### src/design/wrsd_pkg.sv
// Package for the window range settle detector.
// Shared constants, register indexes and the structs passed between the scan core and the top.
// No dependencies.
package wrsd_pkg;

	localparam int WINDOW_MAX = 16;
	localparam int DATA_W     = 32;
	localparam int RANGE_W    = DATA_W + 1;
	localparam int LEN_REG_W  = 5;
	localparam int PTR_W      = (WINDOW_MAX > 1) ? $clog2(WINDOW_MAX) : 1;
	localparam int CNT_W      = $clog2(WINDOW_MAX + 1);
	localparam int REG_IDX_W  = 2;

	localparam logic [LEN_REG_W-1:0] LEN_RESET    = LEN_REG_W'(8);
	localparam logic [DATA_W-1:0]    THRESH_RESET = DATA_W'(4);
	localparam logic [DATA_W-1:0]    BASE_RESET   = '0;

	typedef enum logic [REG_IDX_W-1:0] {
		REG_WINDOW_LENGTH    = 2'd0,
		REG_STEADY_THRESHOLD = 2'd1,
		REG_BASE_COUNT       = 2'd2
	} reg_idx_t;

	// settings the scan core needs for one item
	typedef struct packed {
		logic [CNT_W-1:0] len_use;
	} cfg_t;

	// window statistics for one item
	typedef struct packed {
		logic               window_full;
		logic [RANGE_W-1:0] window_range;
	} stat_t;

endpackage

### src/design/wrsd_sample_if.sv
// Input channel: one encoder count per transfer.
// Depends on wrsd_pkg.
interface wrsd_sample_if;
	logic                                    valid;
	logic                                    ready;
	logic signed [wrsd_pkg::DATA_W-1:0]      encoder_count;

	modport source (output valid, output encoder_count, input ready);
	modport sink   (input valid, input encoder_count, output ready);
endinterface

### src/design/wrsd_result_if.sv
// Result channel: calibration pulse, value, done flag and window statistics.
// Depends on wrsd_pkg.
interface wrsd_result_if;
	logic                                    valid;
	logic                                    ready;
	logic                                    calibrate_now;
	logic signed [wrsd_pkg::DATA_W-1:0]      calibrate_value;
	logic                                    done_res;
	logic                                    window_full;
	logic [wrsd_pkg::RANGE_W-1:0]            window_range;

	modport source (output valid, output calibrate_now, output calibrate_value,
		output done_res, output window_full, output window_range, input ready);
	modport sink   (input valid, input calibrate_now, input calibrate_value,
		input done_res, input window_full, input window_range, output ready);
endinterface

### src/design/wrsd_cfg_if.sv
// Configuration write channel: register index and write data.
// Depends on wrsd_pkg.
interface wrsd_cfg_if;
	logic                                    valid;
	logic                                    ready;
	logic [wrsd_pkg::REG_IDX_W-1:0]          reg_index;
	logic [wrsd_pkg::DATA_W-1:0]             wdata;

	modport source (output valid, output reg_index, output wdata, input ready);
	modport sink   (input valid, input reg_index, input wdata, output ready);
endinterface

### src/design/wrsd_ram.sv
// Generic simple dual-port RAM: one write port, one read port, registered read.
// No dependencies.
module wrsd_ram #(
	parameter int WIDTH = 32,
	parameter int DEPTH = 16
) (
	input  logic                                         clk,
	input  logic                                         we,
	input  logic [((DEPTH > 1) ? $clog2(DEPTH) : 1)-1:0] waddr,
	input  logic [WIDTH-1:0]                             wdata,
	input  logic                                         re,
	input  logic [((DEPTH > 1) ? $clog2(DEPTH) : 1)-1:0] raddr,
	output logic [WIDTH-1:0]                             rdata
);

	logic [WIDTH-1:0] mem [DEPTH];

	always_ff @(posedge clk) begin
		if (we) begin
			mem[waddr] <= wdata;
		end
		if (re) begin
			rdata <= mem[raddr];
		end
	end

endmodule

### src/design/wrsd_scan.sv
// Scan core: stores each sample in the ring RAM, then walks the window back through
// the RAM one entry a cycle tracking min and max. Depends on wrsd_pkg, wrsd_ram, wrsd_sample_if.
module wrsd_scan (
	input  logic                  clk,
	input  logic                  arst_n,
	input  wrsd_pkg::cfg_t        cfg,
	wrsd_sample_if.sink           smp,
	output logic                  stat_valid,
	input  logic                  stat_ready,
	output wrsd_pkg::stat_t       stat
);

	typedef enum logic [1:0] {S_IDLE, S_READ, S_FIN, S_RES} state_t;

	state_t                              state_q;
	logic [wrsd_pkg::PTR_W-1:0]          wpos_q;
	logic [wrsd_pkg::PTR_W-1:0]          rd_ptr_q;
	logic [wrsd_pkg::CNT_W-1:0]          fill_q;
	logic [wrsd_pkg::CNT_W-1:0]          remain_q;
	logic                                rd_vld_s1;
	logic signed [wrsd_pkg::DATA_W-1:0]  lo_q;
	logic signed [wrsd_pkg::DATA_W-1:0]  hi_q;

	logic                                accept;
	logic                                rd_en;
	logic [wrsd_pkg::DATA_W-1:0]         rd_data;
	logic signed [wrsd_pkg::DATA_W-1:0]  rd_val;
	logic [wrsd_pkg::CNT_W-1:0]          fill_clamp;
	logic [wrsd_pkg::CNT_W-1:0]          fill_new;
	logic [wrsd_pkg::PTR_W-1:0]          wpos_next;
	logic [wrsd_pkg::PTR_W-1:0]          wpos_prev;
	logic [wrsd_pkg::PTR_W-1:0]          rd_ptr_prev;

	assign smp.ready = (state_q == S_IDLE);
	assign accept    = smp.valid && smp.ready;
	assign rd_en     = (state_q == S_READ);
	assign rd_val    = $signed(rd_data);

	// Reads only ever reach older slots of the current item; the next write waits
	// for S_IDLE, so no entry is read and written in overlapping cycles.
	wrsd_ram #(
		.WIDTH (wrsd_pkg::DATA_W),
		.DEPTH (wrsd_pkg::WINDOW_MAX)
	) u_ring (
		.clk   (clk),
		.we    (accept),
		.waddr (wpos_q),
		.wdata (smp.encoder_count),
		.re    (rd_en),
		.raddr (rd_ptr_q),
		.rdata (rd_data)
	);

	always_comb begin
		fill_clamp = (fill_q > cfg.len_use) ? cfg.len_use : fill_q;
		fill_new   = (fill_clamp < cfg.len_use) ? fill_clamp + 1'b1 : fill_clamp;
		wpos_next  = (wpos_q == wrsd_pkg::PTR_W'(wrsd_pkg::WINDOW_MAX - 1)) ? '0
			: wpos_q + 1'b1;
		wpos_prev  = (wpos_q == '0) ? wrsd_pkg::PTR_W'(wrsd_pkg::WINDOW_MAX - 1)
			: wpos_q - 1'b1;
		rd_ptr_prev = (rd_ptr_q == '0) ? wrsd_pkg::PTR_W'(wrsd_pkg::WINDOW_MAX - 1)
			: rd_ptr_q - 1'b1;
	end

	always_comb begin
		stat_valid         = (state_q == S_RES);
		stat.window_full   = (fill_q == cfg.len_use);
		stat.window_range  = {hi_q[wrsd_pkg::DATA_W-1], hi_q}
			- {lo_q[wrsd_pkg::DATA_W-1], lo_q};
	end

	always_ff @(posedge clk or negedge arst_n) begin
		if (!arst_n) begin
			state_q   <= S_IDLE;
			wpos_q    <= '0;
			fill_q    <= '0;
			remain_q  <= '0;
			rd_ptr_q  <= '0;
			rd_vld_s1 <= 1'b0;
			lo_q      <= '0;
			hi_q      <= '0;
		end else begin
			rd_vld_s1 <= rd_en;
			if (rd_vld_s1) begin
				if (rd_val < lo_q) begin
					lo_q <= rd_val;
				end
				if (rd_val > hi_q) begin
					hi_q <= rd_val;
				end
			end
			unique case (state_q)
				S_IDLE: begin
					if (accept) begin
						lo_q     <= smp.encoder_count;
						hi_q     <= smp.encoder_count;
						wpos_q   <= wpos_next;
						rd_ptr_q <= wpos_prev;
						fill_q   <= fill_new;
						remain_q <= fill_new - 1'b1;
						state_q  <= (fill_new == wrsd_pkg::CNT_W'(1)) ? S_FIN : S_READ;
					end
				end
				S_READ: begin
					rd_ptr_q <= rd_ptr_prev;
					remain_q <= remain_q - 1'b1;
					if (remain_q == wrsd_pkg::CNT_W'(1)) begin
						state_q <= S_FIN;
					end
				end
				S_FIN: begin
					// last read data folds in at this edge
					state_q <= S_RES;
				end
				S_RES: begin
					if (stat_ready) begin
						state_q <= S_IDLE;
					end
				end
				default: state_q <= S_IDLE;
			endcase
		end
	end

`ifndef ASSERT_OFF
	a_rd_follows_read: assert property (@(posedge clk) disable iff (!arst_n)
		rd_vld_s1 |-> $past(state_q) == S_READ)
		else $error("read data returned without a read issued");
	a_lo_not_above_hi: assert property (@(posedge clk) disable iff (!arst_n)
		stat_valid |-> lo_q <= hi_q)
		else $error("window min above max");
	a_fill_in_range: assert property (@(posedge clk) disable iff (!arst_n)
		(state_q != S_IDLE) |-> (fill_q != '0 && fill_q <= cfg.len_use))
		else $error("fill count out of range during scan");
`endif

endmodule

### src/design/window_range_settle_detector_top.sv
// Top level of the window range settle detector: configuration registers, scan core,
// result register and the sticky done flag. Depends on wrsd_pkg, wrsd_scan and the interfaces.
//
// Each encoder count transfer is written into a 16-entry ring RAM and the block then
// walks the window backward through the RAM's single read port, one sample per cycle,
// keeping the running min and max. The walk covers the samples in the window, 1 to
// window_length of them, and a finished core result is held back only while the output
// register still holds a result that is not being taken. The range is the exact 33-bit
// max minus min. When the window holds window_length samples and the range is at most
// steady_threshold, calibrate_now pulses with base_count on calibrate_value and the
// done flag sets until reset. A finished result sits in an output register, so the next
// sample transfer is taken while the result waits. window_length 0 acts as 1, values
// above the maximum act as the maximum; lowering it keeps the newest samples.
// The user must write configuration only while the block is idle; the block itself
// does not enforce this, and the write port is always ready.
// The ring RAM has no reset: only entries written since reset fall inside the window.
module window_range_settle_detector_top (
	input  logic            clk,
	input  logic            arst_n,
	wrsd_sample_if.sink     smp,
	wrsd_result_if.source   res,
	wrsd_cfg_if.sink        cfg
);

	logic [wrsd_pkg::LEN_REG_W-1:0] len_q;
	logic [wrsd_pkg::DATA_W-1:0]    thresh_q;
	logic [wrsd_pkg::DATA_W-1:0]    base_q;
	logic                           done_q;
	logic                           res_valid_q;

	wrsd_pkg::cfg_t                 core_cfg;
	wrsd_pkg::stat_t                stat;
	logic                           stat_valid;
	logic                           stat_ready;
	logic                           cal;

	// config write port never stalls
	assign cfg.ready = 1'b1;

	// length in use: zero means one, clamp to the ring size
	always_comb begin
		if (len_q == '0) begin
			core_cfg.len_use = wrsd_pkg::CNT_W'(1);
		end else if (int'(len_q) > wrsd_pkg::WINDOW_MAX) begin
			core_cfg.len_use = wrsd_pkg::CNT_W'(wrsd_pkg::WINDOW_MAX);
		end else begin
			core_cfg.len_use = wrsd_pkg::CNT_W'(len_q);
		end
	end

	always_ff @(posedge clk or negedge arst_n) begin
		if (!arst_n) begin
			len_q    <= wrsd_pkg::LEN_RESET;
			thresh_q <= wrsd_pkg::THRESH_RESET;
			base_q   <= wrsd_pkg::BASE_RESET;
		end else if (cfg.valid && cfg.ready) begin
			unique case (cfg.reg_index)
				wrsd_pkg::REG_WINDOW_LENGTH:    len_q    <= cfg.wdata[wrsd_pkg::LEN_REG_W-1:0];
				wrsd_pkg::REG_STEADY_THRESHOLD: thresh_q <= cfg.wdata;
				wrsd_pkg::REG_BASE_COUNT:       base_q   <= cfg.wdata;
				default: ;  // unknown index: write dropped
			endcase
		end
	end

	wrsd_scan u_scan (
		.clk        (clk),
		.arst_n     (arst_n),
		.cfg        (core_cfg),
		.smp        (smp),
		.stat_valid (stat_valid),
		.stat_ready (stat_ready),
		.stat       (stat)
	);

	// result register takes a new item when empty or being drained
	assign stat_ready = !res_valid_q || res.ready;
	assign cal        = stat.window_full && (stat.window_range <= {1'b0, thresh_q});
	assign res.valid  = res_valid_q;

	always_ff @(posedge clk or negedge arst_n) begin
		if (!arst_n) begin
			res_valid_q         <= 1'b0;
			done_q              <= 1'b0;
			res.calibrate_now   <= 1'b0;
			res.calibrate_value <= '0;
			res.done_res        <= 1'b0;
			res.window_full     <= 1'b0;
			res.window_range    <= '0;
		end else begin
			if (stat_valid && stat_ready) begin
				res_valid_q         <= 1'b1;
				done_q              <= done_q | cal;
				res.calibrate_now   <= cal;
				res.calibrate_value <= cal ? $signed(base_q) : '0;
				res.done_res        <= done_q | cal;
				res.window_full     <= stat.window_full;
				res.window_range    <= stat.window_range;
			end else if (res.ready) begin
				res_valid_q <= 1'b0;
			end
		end
	end

`ifndef ASSERT_OFF
	a_cal_needs_full: assert property (@(posedge clk) disable iff (!arst_n)
		(res.valid && res.calibrate_now) |-> (res.window_full && res.done_res))
		else $error("calibrate without full window or done flag");
	a_done_sticky: assert property (@(posedge clk) disable iff (!arst_n)
		!$fell(done_q))
		else $error("done flag cleared outside reset");
	a_value_zero_idle: assert property (@(posedge clk) disable iff (!arst_n)
		(res.valid && !res.calibrate_now) |-> (res.calibrate_value == '0))
		else $error("calibrate value nonzero without calibrate");
`endif

endmodule
### src/flat_wrapper.sv
// flat-port wrapper written by rule: the top's interface ports become plain ports
module window_range_settle_detector_top_flat 
  (clk, arst_n, smp_valid, smp_encoder_count, smp_ready, res_valid, res_calibrate_now, res_calibrate_value, res_done_res, res_window_full, res_window_range, res_ready, cfg_valid, cfg_reg_index, cfg_wdata, cfg_ready);
  wrsd_sample_if smp_i ();
  wrsd_result_if res_i ();
  wrsd_cfg_if cfg_i ();
  input  logic clk;
  input  logic arst_n;
  input wire logic [$bits(smp_i.valid)-1:0] smp_valid;
  input wire logic [$bits(smp_i.encoder_count)-1:0] smp_encoder_count;
  output wire logic [$bits(smp_i.ready)-1:0] smp_ready;
  output wire logic [$bits(res_i.valid)-1:0] res_valid;
  output wire logic [$bits(res_i.calibrate_now)-1:0] res_calibrate_now;
  output wire logic [$bits(res_i.calibrate_value)-1:0] res_calibrate_value;
  output wire logic [$bits(res_i.done_res)-1:0] res_done_res;
  output wire logic [$bits(res_i.window_full)-1:0] res_window_full;
  output wire logic [$bits(res_i.window_range)-1:0] res_window_range;
  input wire logic [$bits(res_i.ready)-1:0] res_ready;
  input wire logic [$bits(cfg_i.valid)-1:0] cfg_valid;
  input wire logic [$bits(cfg_i.reg_index)-1:0] cfg_reg_index;
  input wire logic [$bits(cfg_i.wdata)-1:0] cfg_wdata;
  output wire logic [$bits(cfg_i.ready)-1:0] cfg_ready;
  assign smp_i.valid = smp_valid;
  assign smp_i.encoder_count = smp_encoder_count;
  assign smp_ready = smp_i.ready;
  assign res_valid = res_i.valid;
  assign res_calibrate_now = res_i.calibrate_now;
  assign res_calibrate_value = res_i.calibrate_value;
  assign res_done_res = res_i.done_res;
  assign res_window_full = res_i.window_full;
  assign res_window_range = res_i.window_range;
  assign res_i.ready = res_ready;
  assign cfg_i.valid = cfg_valid;
  assign cfg_i.reg_index = cfg_reg_index;
  assign cfg_i.wdata = cfg_wdata;
  assign cfg_ready = cfg_i.ready;
  window_range_settle_detector_top u_core (.clk(clk), .arst_n(arst_n), .smp(smp_i), .res(res_i), .cfg(cfg_i));
endmodule
### config.mk
export PLATFORM = sky130hd
export DESIGN_NAME = window_range_settle_detector_top_flat
export DESIGN_NICKNAME = d
export VERILOG_FILES = /design/src/design/wrsd_pkg.sv /design/src/design/wrsd_sample_if.sv /design/src/design/wrsd_result_if.sv /design/src/design/wrsd_cfg_if.sv /design/src/design/wrsd_ram.sv /design/src/design/wrsd_scan.sv /design/src/design/window_range_settle_detector_top.sv /design/src/flat_wrapper.sv
export SDC_FILE = /design/constraint.sdc
export NUM_CORES = 1
export LEC_CHECK = 0
export BUFFER_PORTS_ARGS = -buffer_cell sky130_fd_sc_hd__buf_2
export CORE_MARGIN = 4
export CORE_UTILIZATION = 53
export DETAILED_ROUTE_END_ITERATION = 12
export PLACE_DENSITY = 0.79
export SYNTH_ARGS = -nofsm -noshare
export SYNTH_HDL_FRONTEND = slang
export SYNTH_HIERARCHICAL = 1
export SYNTH_SLANG_ARGS = --single-unit
### constraint.sdc
create_clock -name clk -period 5.32 [get_ports clk]
set_input_delay 1.064 -clock clk [delete_from_list [all_inputs] [get_ports clk]]
set_output_delay 1.064 -clock clk [all_outputs]
set_load 0.05 [all_outputs]
# --- After elaboration in Yosys (flattened, before gate mapping) ---
# Memories as Yosys holds them, arrays and structs flattened. A register that Yosys moved wholly into a read port is not among the register bits.
# Cells that the tools add are included.
op_classes:
  addsub: 7
  multipliers: 0
  div_mod_pow: 0
  n_lt_le_gt_ge: 6
  eq_ne: 12
  shift: 0
  mux: 29
  bitwise: 1
  reduce_logical: 18
op_table:
  columns: ["operator", "count"]
  rows:
  - ["$mux 32", 9]
  - ["$le 33x32->1", 1]
  - ["$sub 32x32->33", 1]
  - ["$gt 32x32->1", 1]
  - ["$lt 32x32->1", 1]
  - ["$mux 5", 5]
  - ["$mux 4", 4]
  - ["$eq 5x1->1 const B", 2]
  - ["$pmux 5 s2", 1]
  - ["$reduce_and 2->1", 5]
  - ["$sub 5x1->5 const B", 2]
  - ["$logic_not 4->1", 2]
  - ["$mux 2", 4]
  - ["$pmux 2 s4", 1]
  - ["$pmux 4 s2", 1]
  - ["$sub 4x1->4 const B", 2]
  - ["$eq 2x2->1 const B", 3]
  - ["$add 5x1->5 const B", 1]
  - ["$eq 5x5->1", 1]
  - ["$gt 5x5->1", 1]
  - ["$gt 5x5->1 const B", 1]
  - ["$logic_not 5->1", 1]
  - ["$lt 5x5->1", 1]
  - ["$add 4x1->4 const B", 1]
  - ["other kinds (12)", 21]
word_totals:
  regBits: 223
  latch_bits: 0
  ramBits: 512
  romBits: 0
  inputBits: 71
  output_inout_bits: 71
  elab_cells: 91
  mem_count: 1
mem_list:
  columns: ["name", "words", "width", "read_ports", "rd_ports_with_merged_regs", "wr", "line", "text"]
  rows:
  - ["u_core.u_scan.u_ring.mem", 16, 32, 1, 1, 1, "wrsd_ram.sv:16", "logic [WIDTH-1:0] mem [DEPTH];"]

# --- Depth between registers and ports, before layout ---
depth:
  depth_word: 11
  mapped_depth: 21
  ltp_nobuf: 21

# --- Hierarchy ---
# The synthesis kept the hierarchy.
by_module_without_submodules:
  columns: ["module", "n_inst", "cells_per_inst", "area_per_inst_um2", "seq_area_each_um2"]
  rows:
  - ["wrsd_ram", 1, 838, 20174.3, 16335.7]
  - ["wrsd_scan", 1, 1022, 8499.4, 2127.0]
  - ["window_range_settle_detector_top", 1, 501, 6451.2, 3455.8]

# --- Worst setup path after synthesis ---
# Ideal clock, no wire load.
synth_timing:
  path_type: "reg-to-reg"
  start: "register u_core.u_scan.state_q[0]"
  end: "memory u_core.u_scan.u_ring.mem[0][0] (enable)"
  setup_ps: 461
  arrival_time_ps: 5002
  required_ps: 4859
  path_slack_ps: -143
  stages_incl_launch_ff: 10
  n_path_buf: 3
  period_less_slack_ps: 5463
  path_cell_list: "dfrtp_1 inv_1 ha_1 clkbuf_1 nand2_1 inv_2 buf_1 buf_1 or3b_2 nor3_1"
synth_between:
  elab_chain_cells: 4
synth_rtl:
  columns: ["item", "line", "text"]
  rows:
  - ["from (decl)", "wrsd_scan.sv:15", "state_t state_q;"]
  - ["from (signal assigned)", "wrsd_scan.sv:101", "state_q <= (fill_new == wrsd_pkg::CNT_W'(1)) ? S_FIN : S_READ;"]
  - ["$logic_not 2->1", "wrsd_scan.sv:34", "assign smp.ready = (state_q == S_IDLE);"]
  - ["via smp_ready", "flat_wrapper.sv:11", "output wire logic [$bits(smp_i.ready)-1:0] smp_ready;"]
  - ["$logic_and 1x1->1", "wrsd_scan.sv:35", "assign accept = smp.valid && smp.ready;"]
  - ["via u_core.u_scan.accept", "wrsd_scan.sv:24", "logic accept;"]
  - ["$mux 1", "wrsd_ram.sv:19", "if (we) begin"]
  - ["$mux 1 (implied by the code)", "wrsd_ram.sv:20", "mem[waddr] <= wdata;"]
  - ["to (decl)", "wrsd_ram.sv:16", null]
# The timed path passes the listed nets, and every way through them passes these cells.

==> impl_metrics.json <==
{
  "fin_util_pct": 60.2,
  "yosysWarnings": 6,
  "grt_start_max_net_pins": 137,
  "p_switching_mw": 10.5,
  "post_synthesis_sequential_area_ratio_pct": 62.4,
  "regArea_sq_mm": 0.0219,
  "critical_path.reg2reg.endpoint": "u_core/u_scan/state_q[1]",
  "crit_path_end_kind": "flop",
  "synth_most_common_cell": "edfxtp_1",
  "r2r.worst_path.cells": 19,
  "syn-instance-count": 2361,
  "tightestPinTransition_ps": 1140,
  "share_seq_of_total_power_pct": 32.0,
  "clock_sink_count": 767,
  "num-nets-final": 2728,
  "worst_clock_skew_ps": 23.7,
  "totalWireLength_um": 87700,
  "cp_num_buf_inv": 3,
  "timing.critical_path.slowest_cell_delay_ps": 530,
  "grt_pass1_vias": 22500,
  "finalSetupTns_ps": 0,
  "global_route_total_usage_across_every_layer_pct": 24.6,
  "final-instance-count-excl-fill": 3439,
  "floorplan.die.width_um": 265,
  "worstSetupPathDepth": 19,
  "power.leakage_nw": 15.1,
  "synth.ff_latch_count": 767,
  "antenna_violations_before_repair": 8,
  "clock_tree.buffer_depth": 3,
  "synth_top_cells_by_area": "edfxtp_1, dfrtp_1, mux4_2",
  "count_of_flip_flops_with_a_built_in_enable_after_synthesis": 544,
  "hold_path_startpoint": "u_core/done_q",
  "period_share_pct": 93.5,
  "drt_pass1_iterations": 5,
  "setup_viol": 0,
  "post_synth_arst_share_pct": 29.1,
  "path_delay_family": "compound AO/OA/AOI/OAI gates",
  "worstReg2RegStart": "u_core/len_q[3]",
  "route.antenna.remaining_nets": 0,
  "regToRegSetupSlack_ps": 350,
  "critPathArrivalTime_ps": 5470,
  "numCtsBuffers": 77,
  "slew_headroom_pct": 23.9,
  "cp_slowest_cell": "dfstp_2",
  "comb_power_share_pct": 45.9,
  "pwr_cell_area_mw_per_mm2": 658,
  "core.rowCount": 94,
  "grt_setup_unrepaired": "false",
  "estimated_wirelength_of_the_detail_placed_design_um": 53400,
  "power.clock.fraction_pct": 22.1,
  "crit_required_ps": 5820,
  "crit_end": "u_core/u_scan/state_q[1]",
  "slew_limit_fails": 0,
  "chipHeight_um": 265,
  "multi_input_comb_area_sq_mm": 0.0123,
  "worstPathMaxFanout": 7,
  "netlist_area_sq_mm": 0.0351,
  "boundaryPins": 142,
  "cts.htree.levels": 3,
  "num-fill-cells": 4696,
  "die-area_sq_mm": 0.0705,
  "clk_latency_ps": 630,
  "critPathKind": "reg -> reg",
  "power_switching_share_pct": 40.2,
  "area_share_of_the_largest_cell_type_after_synthesis_pct": 46.5,
  "post_cts_buffers": 0,
  "synth_largest_area_cell": "edfxtp_1",
  "clk_pin_slew_worst_paths_ps": 60,
  "timing.max_cap.violations": 0,
  "initial_utilization_pct": 53.4,
  "port_buffers": 140,
  "outcome": "finished, final reports clean",
  "synthesis.nets": 2582,
  "drt_first_iter_violations": 2360,
  "setup_ws_ps": 348,
  "setup.worst_path.start_class": "flop",
  "hold_path_class": "reg -> reg",
  "worstSetupStartpoint": "u_core/len_q[3]",
  "ctsRootBufferMaster": "clkbuf_16",
  "internal_power_mw": 15.6,
  "routabilityCongestion": 0.845,
  "grt.overflow.total": 0,
  "core_region_area_sq_mm": 0.0657,
  "post_synth_num_cell_types": 83,
  "grt_pass1_wl_um": 135000,
  "area_delta_synth_final_pct": 12.8,
  "layout_min_cycle_time_ps": 4970,
  "final_hold_viol_count": 0,
  "placed_cells_incl_taps": 3292,
  "synthesis.area_per_instance_sq_um": 14.9,
  "yosys_most_used_dff": "edfxtp_1",
  "leading_cell_types_by_count_after_synthesis": "edfxtp_1, dfrtp_1, ha_1",
  "viasPerCell": 6.43,
  "worstPathCellList": "nor2b_1, inv_1, ha_1, and3_1, o21a_4, o21ai_4, mux2i_2, inv_1, ha_1, o21a_1, o21ai_0, a21oi_2, nor2_1, xnor2_1, inv_1, ha_1, nand2_1, and4bb_1, a311o_1",
  "max_freq_mhz": 201,
  "power.ir.vdd_worst_v": 0.000428,
  "drt_drc_violations_left": 0,
  "routed-via-count": 22100,
  "routedWlPerCell_um": 25.5,
  "cts_tree": "done",
  "dpl_worst_slack_ps": 390,
  "share_of_final_layout_standard_cells_stronger_than_drive_strength_1_pct": 24.8
}
==> layout make-up <==
type / instances / area share (%)
clock buffer: 97 / 5.30
sequential: 767 / 55.4
inverter: 137 / 1.30
clock inverter: 46 / 1.54
multi-input combinational: 1339 / 31.0
timing repair buffer: 185 / 2.74
tap: 864 / 2.73
antenna: 4 / 0.0253
==> through the flow <==
step	hold slack (ps)	area, sq um	power, mW
6_report	479	39600	26.1
3_3_place_gp	447	36900	19.6
3_5_place_dp	468	36900	20.1
2_1_floorplan	475	35100	17.0
4_1_cts	483	39600	26.0
5_1_grt	502	39600	27.6
==> layout by cell type, fill, tap and decap left out, types with 32 or more instances in the layout <==
cell,instances
nor3_1,42
a21oi_1,105
mux4_2,128
o221ai_1,33
buf_4,42
dfrtp_1,219
nor2_1,50
edfxtp_1,544
buf_2,139
a32oi_1,32
o21ai_0,99
nand2_1,126
ha_1,148
mux2_2,103
a22oi_1,67
mux2i_1,42
inv_1,136
clkbuf_16,79
==> per-layer routing <==
layer | vias to the layer above | part of all wire [%] | global-route usage, %
met2 | 1105 | 50 | 41.4
met4 | 10 | 2.3 | 6.77
li1 | 9528 | - | -
met5 | - | 0.10 | 0
met1 | 11300 | 39 | 33.2
met3 | 181 | 8.2 | 4.96
==> registers in the layout, indices dropped and copies added (netlist names), 5 cells and up <==
signal	cells
u_core/base_q	32
u_core/len_q	5
u_core/res.calibrate_value	32
u_core/res.window_range	33
u_core/thresh_q	32
u_core/u_scan/fill_q	5
u_core/u_scan/hi_q	32
u_core/u_scan/lo_q	32
u_core/u_scan/remain_q	5
u_core/u_scan/u_ring/mem	512
u_core/u_scan/u_ring/rdata	32
==> kinds of logic (layout without fill, tap and decap cells) <==
| group | count (synthesis) | count (layout) | share of synthesized area (%) |
|---|---|---|---|
| adder cells (fa/ha/maj) | 150 | 150 | 5.36 |
| AO/OA/AOI/OAI | 523 | 523 | 10.5 |
| multiplexers | 274 | 274 | 12.7 |
| flip-flops | 767 | 767 | 62.4 |
| buffers and inverters | 255 | 465 | 3.06 |
| AND/OR/NAND/NOR | 356 | 356 | 5.08 |
| other | 1 | 5 | 0.0107 |
| XOR/XNOR | 35 | 35 | 0.873 |
==> worst min-delay path by stage <==
stage                              end  cells past startpoint
2_1_floorplan  u_core/u_scan/fill_q[4]                      2
3_3_place_gp             u_core/done_q                      2
3_5_place_dp             u_core/done_q                      2
4_1_cts                  u_core/done_q                      2
5_1_grt                  u_core/done_q                      2
6_report                 u_core/done_q                      2
==> tightest hold or removal path: stages, from the launching register on <==
cell and delay (ps):
dfrtp_1 350, a21oi_1 50, o21ai_2 40
==> timing repair <==
| action | 4_1_cts | 5_1_grt |
|---|---|---|
| hold buffers | 0 | 0 |
| setup endpoints to repair | 0 | 34 |
| endpoints found under the hold margin | 0 | 0 |
| gates resized for setup | 0 | 1 |
==> power by group through the flow <==
stage / registers (mW) / clock network [mW] / logic [mW]
after floorplan: 8.79 / 0 / 8.18
after detailed placement: 8.43 / 0 / 11.7
after CTS: 8.32 / 5.85 / 11.9
final: 8.34 / 5.76 / 12.0
after global routing: 8.45 / 6.12 / 13.0
after global placement: 8.34 / 0 / 11.2
Note: power is estimated with default switching activity, not from simulation.
